[config.mk]
export PLATFORM = sky130hd
export DESIGN_NAME = h264_sps_dimension_parser_core_flat
export DESIGN_NICKNAME = d
export VERILOG_FILES = /design/src/hw/rtl/sdp_pkg.sv /design/src/hw/rtl/sdp_channels.sv /design/src/hw/rtl/sdp_front.sv /design/src/hw/rtl/sdp_queue.sv /design/src/hw/rtl/sdp_back.sv /design/src/hw/rtl/h264_sps_dimension_parser_core.sv /design/src/flat_wrapper.sv
export SDC_FILE = /design/constraint.sdc
export NUM_CORES = 1
export LEC_CHECK = 0
export BUFFER_PORTS_ARGS = -buffer_cell sky130_fd_sc_hd__buf_2
export CAP_MARGIN = 20
export CORE_ASPECT_RATIO = 1.75
export CORE_MARGIN = 1.5
export CORE_UTILIZATION = 50
export CTS_CLUSTER_SIZE = 14
export DETAILED_ROUTE_END_ITERATION = 8
export PLACE_DENSITY_LB_ADDON = 0.15
export SLEW_MARGIN = 20
export SYNTH_ARGS = -nofsm -noshare
export SYNTH_HDL_FRONTEND = slang
export SYNTH_SLANG_ARGS = --single-unit
[constraint.sdc]
create_clock -name clock -period 13.8 [get_ports clock]
set_input_delay 2.76 -clock clock [delete_from_list [all_inputs] [get_ports clock]]
set_output_delay 2.76 -clock clock [all_outputs]
set_load 0.05 [all_outputs]
[src/hw/rtl/sdp_pkg.sv]
// Shared types, constants and tables for the SPS dimension parser.
package sdp_pkg;

   localparam int unsigned MAX_SPS_ID = 32;
   localparam int unsigned QUEUE_DEPTH = 4;
   localparam logic [3:0] PREFIX_RESET = 4'd5;

   typedef enum logic [1:0] {
      ST_OK     = 2'd0,
      ST_BAD_ID = 2'd1,
      ST_TRUNC  = 2'd2,
      ST_RANGE  = 2'd3
   } status_type;

   typedef enum logic [5:0] {
      PH_PROFILE, PH_CONSTRAINT, PH_LEVEL, PH_SPS_ID, PH_CHROMA, PH_SEP_PLANE,
      PH_DEPTH_LUMA, PH_DEPTH_CHROMA, PH_BYPASS, PH_MATRIX, PH_LIST_FLAG,
      PH_DELTA, PH_FRAME_NUM, PH_POC_TYPE, PH_POC_LSB, PH_ZERO_FLAG,
      PH_OFF_NONREF, PH_OFF_FIELD, PH_CYCLE, PH_CYCLE_OFF, PH_NUM_REF,
      PH_GAPS, PH_WIDTH, PH_HEIGHT, PH_FRAME_MBS, PH_MBAFF, PH_DIRECT,
      PH_CROP_FLAG, PH_CROP_L, PH_CROP_R, PH_CROP_T, PH_CROP_B, PH_VUI,
      PH_ASPECT_FLAG, PH_ASPECT_IDC, PH_SAR_W, PH_SAR_H, PH_DONE, PH_BAD_ID
   } phase_type;

   typedef enum logic [1:0] {
      RD_FIXED, RD_PREFIX, RD_SUFFIX
   } rd_mode_type;

   // One byte handed from the front end to the bit parser.
   typedef struct packed {
      logic [7:0] data;
      logic       feed;   // byte goes to the bit parser
      logic       last;   // closes the unit
   } entry_type;

   typedef struct packed {
      status_type  status;
      logic [7:0]  profile_idc;
      logic [7:0]  level_idc;
      logic [15:0] pic_width;
      logic [15:0] pic_height;
      logic [15:0] aspect_num;
      logic [15:0] aspect_den;
      logic        frames_only;
      logic [3:0]  frame_num_size;
      logic [7:0]  poc_kind;
      logic [3:0]  poc_lsb_size;
   } result_type;

   // Width of each fixed-length field; zero marks an Exp-Golomb code.
   function automatic logic [4:0] field_bits(input phase_type ph);
      logic [4:0] n;
      unique case (ph)
         PH_PROFILE, PH_CONSTRAINT, PH_LEVEL, PH_ASPECT_IDC: n = 5'd8;
         PH_SAR_W, PH_SAR_H: n = 5'd16;
         PH_SEP_PLANE, PH_BYPASS, PH_MATRIX, PH_LIST_FLAG, PH_ZERO_FLAG,
         PH_GAPS, PH_FRAME_MBS, PH_MBAFF, PH_DIRECT, PH_CROP_FLAG, PH_VUI,
         PH_ASPECT_FLAG: n = 5'd1;
         default: n = 5'd0;
      endcase
      return n;
   endfunction

   // Standard sample aspect ratio table, numerator in the upper half.
   function automatic logic [15:0] sar_entry(input logic [4:0] idx);
      logic [15:0] r;
      case (idx)
         5'd1:  r = {8'd1, 8'd1};
         5'd2:  r = {8'd12, 8'd11};
         5'd3:  r = {8'd10, 8'd11};
         5'd4:  r = {8'd16, 8'd11};
         5'd5:  r = {8'd40, 8'd33};
         5'd6:  r = {8'd24, 8'd11};
         5'd7:  r = {8'd20, 8'd11};
         5'd8:  r = {8'd32, 8'd11};
         5'd9:  r = {8'd80, 8'd33};
         5'd10: r = {8'd18, 8'd11};
         5'd11: r = {8'd15, 8'd11};
         5'd12: r = {8'd64, 8'd33};
         5'd13: r = {8'd160, 8'd99};
         5'd14: r = {8'd4, 8'd3};
         5'd15: r = {8'd3, 8'd2};
         5'd16: r = {8'd2, 8'd1};
         default: r = 16'd0;
      endcase
      return r;
   endfunction

endpackage

[src/hw/rtl/sdp_channels.sv]
// Channel interfaces of the SPS dimension parser.
interface sdp_req_if;
   logic       valid;
   logic       ready;
   logic [7:0] data_byte;
   logic       last_byte;
   modport source(output valid, data_byte, last_byte, input ready);
   modport sink(input valid, data_byte, last_byte, output ready);
endinterface

interface sdp_rsp_if;
   logic        valid;
   logic        ready;
   logic [1:0]  status;
   logic [7:0]  profile_idc;
   logic [7:0]  level_idc;
   logic [15:0] pic_width;
   logic [15:0] pic_height;
   logic [15:0] aspect_num;
   logic [15:0] aspect_den;
   logic        frames_only;
   logic [3:0]  frame_num_size;
   logic [7:0]  poc_kind;
   logic [3:0]  poc_lsb_size;
   modport source(output valid, status, profile_idc, level_idc, pic_width, pic_height,
                  aspect_num, aspect_den, frames_only, frame_num_size, poc_kind,
                  poc_lsb_size, input ready);
   modport sink(input valid, status, profile_idc, level_idc, pic_width, pic_height,
                aspect_num, aspect_den, frames_only, frame_num_size, poc_kind,
                poc_lsb_size, output ready);
endinterface

interface sdp_csr_if;
   logic       valid;
   logic       ready;
   logic [3:0] prefix_skip_bytes;
   modport source(output valid, prefix_skip_bytes, input ready);
   modport sink(input valid, prefix_skip_bytes, output ready);
endinterface

[src/hw/rtl/sdp_front.sv]
// Front end: prefix skipping and emulation-prevention removal.
module sdp_front (
   input  logic                 clock,
   input  logic                 reset,
   input  logic [3:0]           prefix_skip,
   sdp_req_if.sink              req,
   input  logic                 q_full,
   output logic                 push,
   output sdp_pkg::entry_type   push_entry
);
   logic [3:0] skip_ff, skip_in;
   logic [1:0] zrun_ff, zrun_in;
   logic       held_ff, held_in;
   logic       accept, feed;
   logic [1:0] zr;

   assign req.ready = !q_full;
   assign accept = req.valid && !q_full;

   always_comb begin
      skip_in = skip_ff;
      zrun_in = zrun_ff;
      held_in = held_ff;
      feed = 1'b0;
      zr = held_ff ? 2'd0 : zrun_ff;
      if (skip_ff < prefix_skip) begin
         skip_in = skip_ff + 4'd1;
      end else begin
         held_in = 1'b0;
         zrun_in = zr;
         if (req.data_byte == 8'h03 && zr == 2'd2) begin
            // An escape byte is dropped unless it closes the unit.
            if (!req.last_byte) begin
               held_in = 1'b1;
            end else begin
               feed = 1'b1;
               zrun_in = 2'd0;
            end
         end else begin
            feed = 1'b1;
            if (req.data_byte == 8'h00) zrun_in = (zr == 2'd2) ? 2'd2 : zr + 2'd1;
            else zrun_in = 2'd0;
         end
      end
      if (req.last_byte) begin
         skip_in = 4'd0;
         zrun_in = 2'd0;
         held_in = 1'b0;
      end
   end

   assign push = accept && (feed || req.last_byte);
   assign push_entry = '{data: req.data_byte, feed: feed, last: req.last_byte};

   always_ff @(posedge clock) begin
      if (reset) begin
         skip_ff <= 4'd0;
         zrun_ff <= 2'd0;
         held_ff <= 1'b0;
      end else if (accept) begin
         skip_ff <= skip_in;
         zrun_ff <= zrun_in;
         held_ff <= held_in;
      end
   end
endmodule

[src/hw/rtl/sdp_queue.sv]
// Short first-in first-out queue between front end and bit parser.
module sdp_queue (
   input  logic                 clock,
   input  logic                 reset,
   input  logic                 push,
   input  sdp_pkg::entry_type   push_entry,
   output logic                 full,
   input  logic                 pop,
   output logic                 not_empty,
   output sdp_pkg::entry_type   head
);
   localparam int unsigned AW = $clog2(sdp_pkg::QUEUE_DEPTH);

   sdp_pkg::entry_type mem_ff [sdp_pkg::QUEUE_DEPTH];
   logic [AW-1:0] wr_ff, rd_ff;
   logic [AW:0]   cnt_ff;
   logic          do_push, do_pop;

   assign full = (cnt_ff == (AW+1)'(sdp_pkg::QUEUE_DEPTH));
   assign not_empty = (cnt_ff != '0);
   assign head = mem_ff[rd_ff];
   assign do_push = push && !full;
   assign do_pop = pop && not_empty;

   always_ff @(posedge clock) begin
      if (do_push) mem_ff[wr_ff] <= push_entry;
   end

   always_ff @(posedge clock) begin
      if (reset) begin
         wr_ff <= '0;
         rd_ff <= '0;
         cnt_ff <= '0;
      end else begin
         if (do_push) wr_ff <= wr_ff + AW'(1);
         if (do_pop) rd_ff <= rd_ff + AW'(1);
         cnt_ff <= cnt_ff + (AW+1)'(do_push) - (AW+1)'(do_pop);
      end
   end
endmodule

[src/hw/rtl/sdp_back.sv]
// Bit-serial SPS syntax parser with result register.
module sdp_back (
   input  logic                 clock,
   input  logic                 reset,
   input  logic                 q_not_empty,
   input  sdp_pkg::entry_type   q_head,
   output logic                 q_pop,
   output logic                 res_valid,
   input  logic                 res_ready,
   output sdp_pkg::result_type  res
);
   // byte sequencing
   logic       busy_ff, busy_in;
   logic [7:0] sh_ff, sh_in;
   logic [2:0] bcnt_ff, bcnt_in;
   logic       feed_ff, feed_in, last_ff, last_in;
   // parser state
   sdp_pkg::phase_type   ph_ff, ph_in;
   sdp_pkg::rd_mode_type mode_ff, mode_in;
   logic [5:0]  left_ff, left_in, lz_ff, lz_in;
   logic [31:0] code_ff, code_in;
   logic        chr3_ff, chr3_in;
   logic [3:0]  lidx_ff, lidx_in;
   logic [6:0]  lpos_ff, lpos_in;
   logic [7:0]  lsc_ff, lsc_in, nsc_ff, nsc_in;
   logic [8:0]  cyc_ff, cyc_in;
   logic [37:0] wacc_ff, wacc_in, hacc_ff, hacc_in;
   logic        bad_ff, bad_in;
   logic [7:0]  prof_ff, prof_in, lvl_ff, lvl_in, kind_ff, kind_in;
   logic [15:0] anum_ff, anum_in, aden_ff, aden_in;
   logic        fo_ff, fo_in;
   logic [3:0]  fns_ff, fns_in, lsb_ff, lsb_in;
   // result register
   logic                res_valid_ff;
   sdp_pkg::result_type res_ff, res_in;

   logic        out_free, final_step, step_ok, bit_step, emit, fin, go;
   logic        b;
   logic [31:0] c, fv;
   logic [32:0] fv1;
   logic [37:0] dcrop;
   logic [7:0]  ns, sd;
   logic [15:0] sar;
   logic [3:0]  li1;
   logic [6:0]  lp1;
   sdp_pkg::phase_type gph;

   assign out_free = !res_valid_ff || res_ready;
   assign final_step = busy_ff && (!feed_ff || bcnt_ff == 3'd7);
   assign step_ok = !(final_step && last_ff && !out_free);
   assign bit_step = busy_ff && feed_ff && step_ok;
   assign emit = final_step && last_ff && out_free;
   assign q_pop = q_not_empty && (!busy_ff || (final_step && step_ok));
   assign b = sh_ff[7];

   always_comb begin
      busy_in = busy_ff;
      sh_in = sh_ff;
      bcnt_in = bcnt_ff;
      feed_in = feed_ff;
      last_in = last_ff;
      if (bit_step) begin
         sh_in = {sh_ff[6:0], 1'b0};
         bcnt_in = bcnt_ff + 3'd1;
      end
      if (final_step && step_ok) busy_in = 1'b0;
      if (q_pop) begin
         busy_in = 1'b1;
         sh_in = q_head.data;
         bcnt_in = 3'd0;
         feed_in = q_head.feed;
         last_in = q_head.last;
      end
   end

   always_comb begin
      ph_in = ph_ff; mode_in = mode_ff; left_in = left_ff; lz_in = lz_ff;
      code_in = code_ff; chr3_in = chr3_ff; lidx_in = lidx_ff; lpos_in = lpos_ff;
      lsc_in = lsc_ff; nsc_in = nsc_ff; cyc_in = cyc_ff; wacc_in = wacc_ff;
      hacc_in = hacc_ff; bad_in = bad_ff; prof_in = prof_ff; lvl_in = lvl_ff;
      kind_in = kind_ff; anum_in = anum_ff; aden_in = aden_ff; fo_in = fo_ff;
      fns_in = fns_ff; lsb_in = lsb_ff;
      fin = 1'b0; go = 1'b0; gph = ph_ff; fv = 32'd0;
      c = {code_ff[30:0], b};
      fv1 = 33'd0; dcrop = 38'd0; ns = 8'd0; sd = 8'd0; sar = 16'd0;
      li1 = lidx_ff + 4'd1;
      lp1 = lpos_ff + 7'd1;

      if (bit_step && ph_ff != sdp_pkg::PH_DONE && ph_ff != sdp_pkg::PH_BAD_ID) begin
         if (mode_ff == sdp_pkg::RD_PREFIX) begin
            if (!b && lz_ff < 6'd32) begin
               lz_in = lz_ff + 6'd1;
            end else if (lz_ff == 6'd0) begin
               fin = 1'b1;
            end else begin
               mode_in = sdp_pkg::RD_SUFFIX;
               left_in = lz_ff;
               code_in = 32'd0;
            end
         end else begin
            code_in = c;
            left_in = left_ff - 6'd1;
            if (left_ff == 6'd1) begin
               fin = 1'b1;
               if (mode_ff == sdp_pkg::RD_FIXED) fv = c;
               else if (lz_ff >= 6'd32) fv = 32'hFFFF_FFFF;
               else fv = ((32'd1 << lz_ff[4:0]) - 32'd1) + c;
            end
         end
      end

      fv1 = {1'b0, fv} + 33'd1;
      dcrop = {5'd0, fv, 1'b0};
      if (fin) begin
         go = 1'b1;
         unique case (ph_ff)
            sdp_pkg::PH_PROFILE: begin
               prof_in = fv[7:0]; gph = sdp_pkg::PH_CONSTRAINT;
            end
            sdp_pkg::PH_CONSTRAINT: gph = sdp_pkg::PH_LEVEL;
            sdp_pkg::PH_LEVEL: begin
               lvl_in = fv[7:0]; gph = sdp_pkg::PH_SPS_ID;
            end
            sdp_pkg::PH_SPS_ID: begin
               if (fv >= 32'(sdp_pkg::MAX_SPS_ID)) gph = sdp_pkg::PH_BAD_ID;
               else if (prof_ff == 8'd100 || prof_ff == 8'd110 || prof_ff == 8'd122 ||
                        prof_ff == 8'd244 || prof_ff == 8'd44 || prof_ff == 8'd83 ||
                        prof_ff == 8'd86) gph = sdp_pkg::PH_CHROMA;
               else gph = sdp_pkg::PH_FRAME_NUM;
            end
            sdp_pkg::PH_CHROMA: begin
               chr3_in = (fv == 32'd3);
               gph = (fv == 32'd3) ? sdp_pkg::PH_SEP_PLANE : sdp_pkg::PH_DEPTH_LUMA;
            end
            sdp_pkg::PH_SEP_PLANE: gph = sdp_pkg::PH_DEPTH_LUMA;
            sdp_pkg::PH_DEPTH_LUMA: gph = sdp_pkg::PH_DEPTH_CHROMA;
            sdp_pkg::PH_DEPTH_CHROMA: gph = sdp_pkg::PH_BYPASS;
            sdp_pkg::PH_BYPASS: gph = sdp_pkg::PH_MATRIX;
            sdp_pkg::PH_MATRIX: begin
               if (fv[0]) begin
                  lidx_in = 4'd0; gph = sdp_pkg::PH_LIST_FLAG;
               end else gph = sdp_pkg::PH_FRAME_NUM;
            end
            sdp_pkg::PH_LIST_FLAG: begin
               if (fv[0]) begin
                  lpos_in = 7'd0; lsc_in = 8'd8; nsc_in = 8'd8; gph = sdp_pkg::PH_DELTA;
               end else begin
                  lidx_in = li1;
                  gph = (li1 >= (chr3_ff ? 4'd12 : 4'd8)) ? sdp_pkg::PH_FRAME_NUM
                                                          : sdp_pkg::PH_LIST_FLAG;
               end
            end
            sdp_pkg::PH_DELTA: begin
               sd = fv[8:1];
               ns = fv[0] ? lsc_ff + sd + 8'd1 : lsc_ff - sd;
               nsc_in = ns;
               if (ns != 8'd0) lsc_in = ns;
               lpos_in = lp1;
               if (ns == 8'd0 || lp1 >= (lidx_ff < 4'd6 ? 7'd16 : 7'd64)) begin
                  lidx_in = li1;
                  gph = (li1 >= (chr3_ff ? 4'd12 : 4'd8)) ? sdp_pkg::PH_FRAME_NUM
                                                          : sdp_pkg::PH_LIST_FLAG;
               end else gph = sdp_pkg::PH_DELTA;
            end
            sdp_pkg::PH_FRAME_NUM: begin
               fns_in = (fv > 32'd12) ? 4'd12 : fv[3:0]; gph = sdp_pkg::PH_POC_TYPE;
            end
            sdp_pkg::PH_POC_TYPE: begin
               kind_in = (fv > 32'd255) ? 8'd255 : fv[7:0];
               if (fv == 32'd0) gph = sdp_pkg::PH_POC_LSB;
               else if (fv == 32'd1) gph = sdp_pkg::PH_ZERO_FLAG;
               else gph = sdp_pkg::PH_NUM_REF;
            end
            sdp_pkg::PH_POC_LSB: begin
               lsb_in = (fv > 32'd12) ? 4'd12 : fv[3:0]; gph = sdp_pkg::PH_NUM_REF;
            end
            sdp_pkg::PH_ZERO_FLAG: gph = sdp_pkg::PH_OFF_NONREF;
            sdp_pkg::PH_OFF_NONREF: gph = sdp_pkg::PH_OFF_FIELD;
            sdp_pkg::PH_OFF_FIELD: gph = sdp_pkg::PH_CYCLE;
            sdp_pkg::PH_CYCLE: begin
               cyc_in = (fv > 32'd256) ? 9'd256 : fv[8:0];
               gph = (fv == 32'd0) ? sdp_pkg::PH_NUM_REF : sdp_pkg::PH_CYCLE_OFF;
            end
            sdp_pkg::PH_CYCLE_OFF: begin
               cyc_in = cyc_ff - 9'd1;
               gph = (cyc_ff == 9'd1) ? sdp_pkg::PH_NUM_REF : sdp_pkg::PH_CYCLE_OFF;
            end
            sdp_pkg::PH_NUM_REF: gph = sdp_pkg::PH_GAPS;
            sdp_pkg::PH_GAPS: gph = sdp_pkg::PH_WIDTH;
            sdp_pkg::PH_WIDTH: begin
               wacc_in = {1'b0, fv1, 4'd0}; gph = sdp_pkg::PH_HEIGHT;
            end
            sdp_pkg::PH_HEIGHT: begin
               hacc_in = {1'b0, fv1, 4'd0}; gph = sdp_pkg::PH_FRAME_MBS;
            end
            sdp_pkg::PH_FRAME_MBS: begin
               fo_in = fv[0];
               if (fv[0]) gph = sdp_pkg::PH_DIRECT;
               else begin
                  hacc_in = {hacc_ff[36:0], 1'b0}; gph = sdp_pkg::PH_MBAFF;
               end
            end
            sdp_pkg::PH_MBAFF: gph = sdp_pkg::PH_DIRECT;
            sdp_pkg::PH_DIRECT: gph = sdp_pkg::PH_CROP_FLAG;
            sdp_pkg::PH_CROP_FLAG: gph = fv[0] ? sdp_pkg::PH_CROP_L : sdp_pkg::PH_VUI;
            sdp_pkg::PH_CROP_L, sdp_pkg::PH_CROP_R: begin
               if (dcrop > wacc_ff) begin
                  bad_in = 1'b1; wacc_in = 38'd0;
               end else wacc_in = wacc_ff - dcrop;
               gph = (ph_ff == sdp_pkg::PH_CROP_L) ? sdp_pkg::PH_CROP_R : sdp_pkg::PH_CROP_T;
            end
            sdp_pkg::PH_CROP_T, sdp_pkg::PH_CROP_B: begin
               if (dcrop > hacc_ff) begin
                  bad_in = 1'b1; hacc_in = 38'd0;
               end else hacc_in = hacc_ff - dcrop;
               gph = (ph_ff == sdp_pkg::PH_CROP_T) ? sdp_pkg::PH_CROP_B : sdp_pkg::PH_VUI;
            end
            sdp_pkg::PH_VUI: gph = fv[0] ? sdp_pkg::PH_ASPECT_FLAG : sdp_pkg::PH_DONE;
            sdp_pkg::PH_ASPECT_FLAG: gph = fv[0] ? sdp_pkg::PH_ASPECT_IDC : sdp_pkg::PH_DONE;
            sdp_pkg::PH_ASPECT_IDC: begin
               gph = sdp_pkg::PH_DONE;
               if (fv < 32'd17) begin
                  sar = sdp_pkg::sar_entry(fv[4:0]);
                  if (sar[15:8] != 8'd0 && sar[7:0] != 8'd0) begin
                     anum_in = {8'd0, sar[15:8]}; aden_in = {8'd0, sar[7:0]};
                  end else begin
                     anum_in = 16'd1; aden_in = 16'd1;
                  end
               end else if (fv == 32'd255) gph = sdp_pkg::PH_SAR_W;
               else begin
                  anum_in = 16'd1; aden_in = 16'd1;
               end
            end
            sdp_pkg::PH_SAR_W: begin
               anum_in = fv[15:0]; gph = sdp_pkg::PH_SAR_H;
            end
            sdp_pkg::PH_SAR_H: begin
               gph = sdp_pkg::PH_DONE;
               if (anum_ff != 16'd0 && fv[15:0] != 16'd0) aden_in = fv[15:0];
               else begin
                  anum_in = 16'd1; aden_in = 16'd1;
               end
            end
            default: go = 1'b0;
         endcase
      end

      if (go) begin
         ph_in = gph;
         code_in = 32'd0;
         if (gph != sdp_pkg::PH_DONE && gph != sdp_pkg::PH_BAD_ID) begin
            if (sdp_pkg::field_bits(gph) == 5'd0) begin
               mode_in = sdp_pkg::RD_PREFIX; lz_in = 6'd0;
            end else begin
               mode_in = sdp_pkg::RD_FIXED; left_in = {1'b0, sdp_pkg::field_bits(gph)};
            end
         end
      end
   end

   // Result built from the state after the unit's final bit.
   always_comb begin
      res_in = '0;
      if (ph_in == sdp_pkg::PH_BAD_ID) begin
         res_in.status = sdp_pkg::ST_BAD_ID;
         res_in.profile_idc = prof_in;
         res_in.level_idc = lvl_in;
      end else if (ph_in != sdp_pkg::PH_DONE) begin
         res_in.status = sdp_pkg::ST_TRUNC;
      end else begin
         if (bad_in || wacc_in > 38'd65535 || hacc_in > 38'd65535) begin
            res_in.status = sdp_pkg::ST_RANGE;
         end else begin
            res_in.status = sdp_pkg::ST_OK;
            res_in.pic_width = wacc_in[15:0];
            res_in.pic_height = hacc_in[15:0];
         end
         res_in.profile_idc = prof_in;
         res_in.level_idc = lvl_in;
         res_in.aspect_num = anum_in;
         res_in.aspect_den = aden_in;
         res_in.frames_only = fo_in;
         res_in.frame_num_size = fns_in;
         res_in.poc_kind = kind_in;
         res_in.poc_lsb_size = lsb_in;
      end
   end

   always_ff @(posedge clock) begin
      if (reset || emit) begin
         ph_ff <= sdp_pkg::PH_PROFILE; mode_ff <= sdp_pkg::RD_FIXED;
         left_ff <= 6'd8; lz_ff <= 6'd0; code_ff <= 32'd0; chr3_ff <= 1'b0;
         lidx_ff <= 4'd0; lpos_ff <= 7'd0; lsc_ff <= 8'd8; nsc_ff <= 8'd8;
         cyc_ff <= 9'd0; wacc_ff <= 38'd0; hacc_ff <= 38'd0; bad_ff <= 1'b0;
         prof_ff <= 8'd0; lvl_ff <= 8'd0; kind_ff <= 8'd0; anum_ff <= 16'd0;
         aden_ff <= 16'd0; fo_ff <= 1'b0; fns_ff <= 4'd0; lsb_ff <= 4'd0;
      end else begin
         ph_ff <= ph_in; mode_ff <= mode_in; left_ff <= left_in; lz_ff <= lz_in;
         code_ff <= code_in; chr3_ff <= chr3_in; lidx_ff <= lidx_in;
         lpos_ff <= lpos_in; lsc_ff <= lsc_in; nsc_ff <= nsc_in; cyc_ff <= cyc_in;
         wacc_ff <= wacc_in; hacc_ff <= hacc_in; bad_ff <= bad_in;
         prof_ff <= prof_in; lvl_ff <= lvl_in; kind_ff <= kind_in;
         anum_ff <= anum_in; aden_ff <= aden_in; fo_ff <= fo_in;
         fns_ff <= fns_in; lsb_ff <= lsb_in;
      end
   end

   always_ff @(posedge clock) begin
      if (reset) begin
         busy_ff <= 1'b0;
         res_valid_ff <= 1'b0;
      end else begin
         busy_ff <= busy_in;
         if (emit) res_valid_ff <= 1'b1;
         else if (res_ready) res_valid_ff <= 1'b0;
      end
   end

   always_ff @(posedge clock) begin
      sh_ff <= sh_in;
      bcnt_ff <= bcnt_in;
      feed_ff <= feed_in;
      last_ff <= last_in;
      if (emit) res_ff <= res_in;
   end

   assign res_valid = res_valid_ff;
   assign res = res_ff;
endmodule

[src/hw/rtl/h264_sps_dimension_parser_core.sv]
// Top level of the H.264 SPS dimension parser.
//
// Usage: the req channel carries the raw bytes of one SPS NAL unit, one byte
// per item, with last_byte set on the final byte. The first prefix_skip_bytes
// bytes (written through the csr channel, reset value 5) are dropped, then
// emulation-prevention bytes are removed and the rest is parsed one bit per
// cycle; the final bit of a unit waits while the previous result is held.
// Exactly one rsp item follows each unit, registered when its last byte is
// parsed. A front end takes bytes into a four-entry queue; the back end
// parser drains it byte by byte, popping a byte while parsing the final bit
// of the one before. Dropped bytes enter the queue only if they close the
// unit. When rsp is stalled the held result stays on the port; the parser
// keeps working until it finishes the next unit, and the queue keeps taking
// bytes until it fills, then req.ready drops. Synchronous reset empties the
// queue, drops any pending result and restores the csr register to 5.
// Configuration is taken in any cycle (csr.ready is always high) and must only
// be written while no unit is in flight.
module h264_sps_dimension_parser_core (
   input  logic    clock,
   input  logic    reset,
   sdp_req_if.sink req,
   sdp_rsp_if.source rsp,
   sdp_csr_if.sink csr
);
   logic [3:0]          prefix_ff;
   logic                push, q_full, q_pop, q_not_empty;
   sdp_pkg::entry_type  push_entry, q_head;
   sdp_pkg::result_type res;

   // The prefix length register accepts every write.
   assign csr.ready = 1'b1;

   always_ff @(posedge clock) begin
      if (reset) prefix_ff <= sdp_pkg::PREFIX_RESET;
      else if (csr.valid) prefix_ff <= csr.prefix_skip_bytes;
   end

   sdp_front u_front (
      .clock      (clock),
      .reset      (reset),
      .prefix_skip(prefix_ff),
      .req        (req),
      .q_full     (q_full),
      .push       (push),
      .push_entry (push_entry)
   );

   sdp_queue u_queue (
      .clock     (clock),
      .reset     (reset),
      .push      (push),
      .push_entry(push_entry),
      .full      (q_full),
      .pop       (q_pop),
      .not_empty (q_not_empty),
      .head      (q_head)
   );

   sdp_back u_back (
      .clock      (clock),
      .reset      (reset),
      .q_not_empty(q_not_empty),
      .q_head     (q_head),
      .q_pop      (q_pop),
      .res_valid  (rsp.valid),
      .res_ready  (rsp.ready),
      .res        (res)
   );

   // The result register in the parser drives the response fields directly.
   assign rsp.status         = res.status;
   assign rsp.profile_idc    = res.profile_idc;
   assign rsp.level_idc      = res.level_idc;
   assign rsp.pic_width      = res.pic_width;
   assign rsp.pic_height     = res.pic_height;
   assign rsp.aspect_num     = res.aspect_num;
   assign rsp.aspect_den     = res.aspect_den;
   assign rsp.frames_only    = res.frames_only;
   assign rsp.frame_num_size = res.frame_num_size;
   assign rsp.poc_kind       = res.poc_kind;
   assign rsp.poc_lsb_size   = res.poc_lsb_size;
endmodule

[src/flat_wrapper.sv]
// flat-port wrapper written by rule: the top's interface ports become plain ports
module h264_sps_dimension_parser_core_flat 
  (clock, reset, req_valid, req_data_byte, req_last_byte, req_ready, rsp_valid, rsp_status, rsp_profile_idc, rsp_level_idc, rsp_pic_width, rsp_pic_height, rsp_aspect_num, rsp_aspect_den, rsp_frames_only, rsp_frame_num_size, rsp_poc_kind, rsp_poc_lsb_size, rsp_ready, csr_valid, csr_prefix_skip_bytes, csr_ready);
  sdp_req_if req_i ();
  sdp_rsp_if rsp_i ();
  sdp_csr_if csr_i ();
  input  logic clock;
  input  logic reset;
  input wire logic [$bits(req_i.valid)-1:0] req_valid;
  input wire logic [$bits(req_i.data_byte)-1:0] req_data_byte;
  input wire logic [$bits(req_i.last_byte)-1:0] req_last_byte;
  output wire logic [$bits(req_i.ready)-1:0] req_ready;
  output wire logic [$bits(rsp_i.valid)-1:0] rsp_valid;
  output wire logic [$bits(rsp_i.status)-1:0] rsp_status;
  output wire logic [$bits(rsp_i.profile_idc)-1:0] rsp_profile_idc;
  output wire logic [$bits(rsp_i.level_idc)-1:0] rsp_level_idc;
  output wire logic [$bits(rsp_i.pic_width)-1:0] rsp_pic_width;
  output wire logic [$bits(rsp_i.pic_height)-1:0] rsp_pic_height;
  output wire logic [$bits(rsp_i.aspect_num)-1:0] rsp_aspect_num;
  output wire logic [$bits(rsp_i.aspect_den)-1:0] rsp_aspect_den;
  output wire logic [$bits(rsp_i.frames_only)-1:0] rsp_frames_only;
  output wire logic [$bits(rsp_i.frame_num_size)-1:0] rsp_frame_num_size;
  output wire logic [$bits(rsp_i.poc_kind)-1:0] rsp_poc_kind;
  output wire logic [$bits(rsp_i.poc_lsb_size)-1:0] rsp_poc_lsb_size;
  input wire logic [$bits(rsp_i.ready)-1:0] rsp_ready;
  input wire logic [$bits(csr_i.valid)-1:0] csr_valid;
  input wire logic [$bits(csr_i.prefix_skip_bytes)-1:0] csr_prefix_skip_bytes;
  output wire logic [$bits(csr_i.ready)-1:0] csr_ready;
  assign req_i.valid = req_valid;
  assign req_i.data_byte = req_data_byte;
  assign req_i.last_byte = req_last_byte;
  assign req_ready = req_i.ready;
  assign rsp_valid = rsp_i.valid;
  assign rsp_status = rsp_i.status;
  assign rsp_profile_idc = rsp_i.profile_idc;
  assign rsp_level_idc = rsp_i.level_idc;
  assign rsp_pic_width = rsp_i.pic_width;
  assign rsp_pic_height = rsp_i.pic_height;
  assign rsp_aspect_num = rsp_i.aspect_num;
  assign rsp_aspect_den = rsp_i.aspect_den;
  assign rsp_frames_only = rsp_i.frames_only;
  assign rsp_frame_num_size = rsp_i.frame_num_size;
  assign rsp_poc_kind = rsp_i.poc_kind;
  assign rsp_poc_lsb_size = rsp_i.poc_lsb_size;
  assign rsp_i.ready = rsp_ready;
  assign csr_i.valid = csr_valid;
  assign csr_i.prefix_skip_bytes = csr_prefix_skip_bytes;
  assign csr_ready = csr_i.ready;
  h264_sps_dimension_parser_core u_core (.clock(clock), .reset(reset), .req(req_i), .rsp(rsp_i), .csr(csr_i));
endmodule
==> run_results.csv <==
group,metric,value,unit
floorplanning,die_x,183,um
clock_tree,cts_tree,"yes",
logic_synthesis,yosysUniqueCellTypes,107,
setup_path,path_max_fanout,22,
logic_synthesis,synth-seq-cells,396,
clock_tree,cts_buffers,40,
placed_design,numPortBuffers,118,
floorplanning,rows,115,
floorplanning,die_h,317,um
power,p_leak,12.0,nW
routing,wl_per_cell,25.7,um
clock_tree,cts-root-buf,"clkbuf_16",
finish,antenna_cells,0,
finish,fin_cells,4238,
power,peakVddDrop,0.000142,V
logic_synthesis,synth_fa_ha_area_frac,0.0836,
power,pwr_density_cell,96.9,mW/mm^2
logic_synthesis,yosys.area_share.xor_xnor,0.0362,
global_route,grt_usage,0.368,
timing,final.period_utilization,0.755,
finish,fin_nets,3707,
setup_path,required,14.24,ns
finish,final_cell_mix,"nor2_1 (512), nand2_1 (277), dfxtp_1 (247)",
global_route,grt_max_degree,81,
finish,area_growth,8.85,%
clock_tree,cts_resized,0,
timing,final_max_slew_viol_count,0,
logic_synthesis,synth-simple-area-share,0.245,
clock_tree,clk_latency,0.60,ns
status,outcome,"complete, no violations",
floorplanning,fp.dieArea,0.0580,mm^2
logic_synthesis,synthFlopType,"dfxtp_1",
logic_synthesis,synth_cells,3479,
setup_path,arrival,10.87,ns
timing,tightest_slew,1.18,ns
logic_synthesis,avgSynthCellArea,8.12,um^2
floorplanning,io_pins,120,
logic_synthesis,synth_top_family_by_area,"simple AND/OR/NAND/NOR gates",
setup_path,crit_path_max_incr_delay,0.88,ns
timing,min_period,10.42,ns
logic_synthesis,synth_area,0.0282,mm^2
global_route,grt_pass1_wl,162000,um
timing,relSlewSlack,0.204,
finish,drive_above_1_share,0.0930,
placed_design,dp_hpwl,83700,um
logic_synthesis,async_flop_share,0,
logic_synthesis,synthMuxAreaShare,0.0291,
routing,vias,27800,
timing,skew,0.0173,ns
finish,final_common_cell,"nor2_1",
routing,ant_nets,0,
clock_tree,cts_buffer_depth,3,
global_route,grt_pass1_vias,26900,
floorplanning,start_util,0.504,
timing,rsz0062_at_grt,"no",
setup_path,criticalPathCategory,"in2reg",
clock_tree,htree_levels,2,
routing,dr.pass1.iters,6,
global_route,overflow,0,
setup_path,crit_path_top_delay_cell,"nor3_4",
clock_tree,cts_setup_buffers,0,
logic_synthesis,synth_warnings,0,
routing,via_per_inst,6.56,
logic_synthesis,synth_nets,3682,
clock_tree,clk_pin_slew,0.06,ns
setup_path,crit_path_end_kind,"flop",
run,drv_cap,0,
routing,drc,0,
clock_tree,hold_buffers,0,
placed_design,dp.cells,4162,
clock_tree,cts_sinks,396,
timing,fin_tns_setup,0,ns
setup_path,path_cells,"buf_2 > nand4b_1 > o211a_1 > nand2_2 > nor2_1 > clkinv_1 > ha_1 > a21oi_1 > nor2_1 > or3_1 > a21oi_1 > o21ai_0 > o21a_1 > nand2_1 > a2111oi_0 > nor2_1 > or3b_2 > nor4_1 > nand4_1 > nor3_4 > nor2b_1",
placed_design,gp_congestion,1.02,
timing,setup_viol,0,
timing,hold_viol_final,0,
setup_path,crit_top_cell,"nor2_1",
setup_path,critPathLaunchType,"input pin",
routing,drt_iter0_drc,2669,
timing,timing.fmax,95.9,MHz
logic_synthesis,ys_seq_area_frac,0.334,
logic_synthesis,synth_edf_count,149,
routing,routed_wl,109000,um
logic_synthesis,synth-compound-area-share,0.219,
worst_hold_path,hold_class,"reg2reg",
floorplanning,core_area,0.0560,mm^2
global_route,antenna_found_initial,0,
==> cell usage after synthesis (29+ instances only) <==
master | instances | area [um^2]
xnor2_1 | 76 | 666
clkbuf_1 | 137 | 514
nand3_1 | 101 | 505
nand4_1 | 54 | 338
a211oi_1 | 29 | 218
nand2b_1 | 32 | 200
dfxtp_1 | 247 | 4940
and2_1 | 62 | 388
nor4_1 | 44 | 275
and3_1 | 33 | 206
inv_1 | 175 | 657
a22oi_1 | 83 | 623
edfxtp_1 | 149 | 4470
o21ai_0 | 169 | 846
or3_1 | 41 | 257
nor2b_1 | 42 | 263
buf_2 | 37 | 185
a21o_1 | 46 | 345
xor2_1 | 38 | 333
nand2_1 | 277 | 1040
a221oi_1 | 30 | 263
ha_1 | 179 | 2240
nor3_1 | 87 | 435
mux2i_1 | 55 | 551
nor2_1 | 516 | 1940
a21oi_1 | 247 | 1240
==> layout make-up <==
type	instances	area (um^2)
timing repair buffer	180	1070
tap	702	878
multi-input combinational	2705	17400
sequential	396	9420
inverter	181	679
fill	5245	25200
clock buffer	55	1150
clock inverter	19	134
==> cells by family after synthesis <==
logic type | after synthesis
compound gates | 921
buf+inv | 378
mux | 69
other cells | 1
fa+ha+maj | 185
flops | 396
simple gates | 1414
xor+xnor | 115
==> metal layers <==
metal,up-vias,wire (um),track usage
met5,-,0,0
met4,0,10800,0.319
met3,486,6790,0.0559
li1,12800,-,-
met1,13200,37600,0.377
met2,1358,53600,0.656
==> worst paths after layout <==
check	start	end	slack, ns	cells after the start
worst max-delay path	rsp_ready	u_core.u_back.res[55]	3.38	21
worst min-delay path	u_core.prefix_ff[2]	u_core.prefix_ff[2]	0.48	2
worst max register to register	u_core.u_back.lz_ff[0]	u_core.u_back.res[55]	3.52	28
worst min register to register	u_core.prefix_ff[2]	u_core.prefix_ff[2]	0.48	2
==> power by group <==
part / internal [mW] / switching [mW]
combinational: 0.153 / 0.381
clock: 0.593 / 0.503
sequential: 1.30 / 0.0467
total: 2.05 / 0.931
==> through the flow <==
| step | util | worst slack (ns) | hold WS [ns] | total power [mW] | area [um^2] |
|---|---|---|---|---|---|
| after global placement | 0.525 | 3.17 | 0.434 | 1.88 | 29400 |
| final | 0.549 | 3.38 | 0.482 | 2.98 | 30700 |
| after global routing | 0.549 | 2.83 | 0.518 | 3.08 | 30700 |
| after detailed placement | 0.525 | 2.96 | 0.474 | 1.90 | 29400 |
| after CTS | 0.548 | 3.56 | 0.488 | 2.98 | 30700 |
| after floorplan | - | 5.49 | 0.420 | 1.75 | 28200 |
==> registers in the layout, indices dropped and copies added (netlist names), 9 cells and up, named ones only <==
signal                 count
u_core.u_back.res         99
u_core.u_back.anum_ff     16
u_core.u_back.cyc_ff       9
u_core.u_back.code_ff     31
u_core.u_back.aden_ff     16
u_core.u_back.hacc_ff     38
u_core.u_back.wacc_ff     38
u_core.u_queue.mem_ff     40
==> critical path: cells and delay by family <==
| kind | cells | cell delay (ns) |
|---|---|---|
| buffers and inverters | 2 | 0.65 |
| AOI/OAI and AO/OA | 6 | 2.07 |
| and+or+nand+nor | 12 | 4.83 |
| adders and majority gates | 1 | 0.51 |
(Power assumes the default switching activity.)
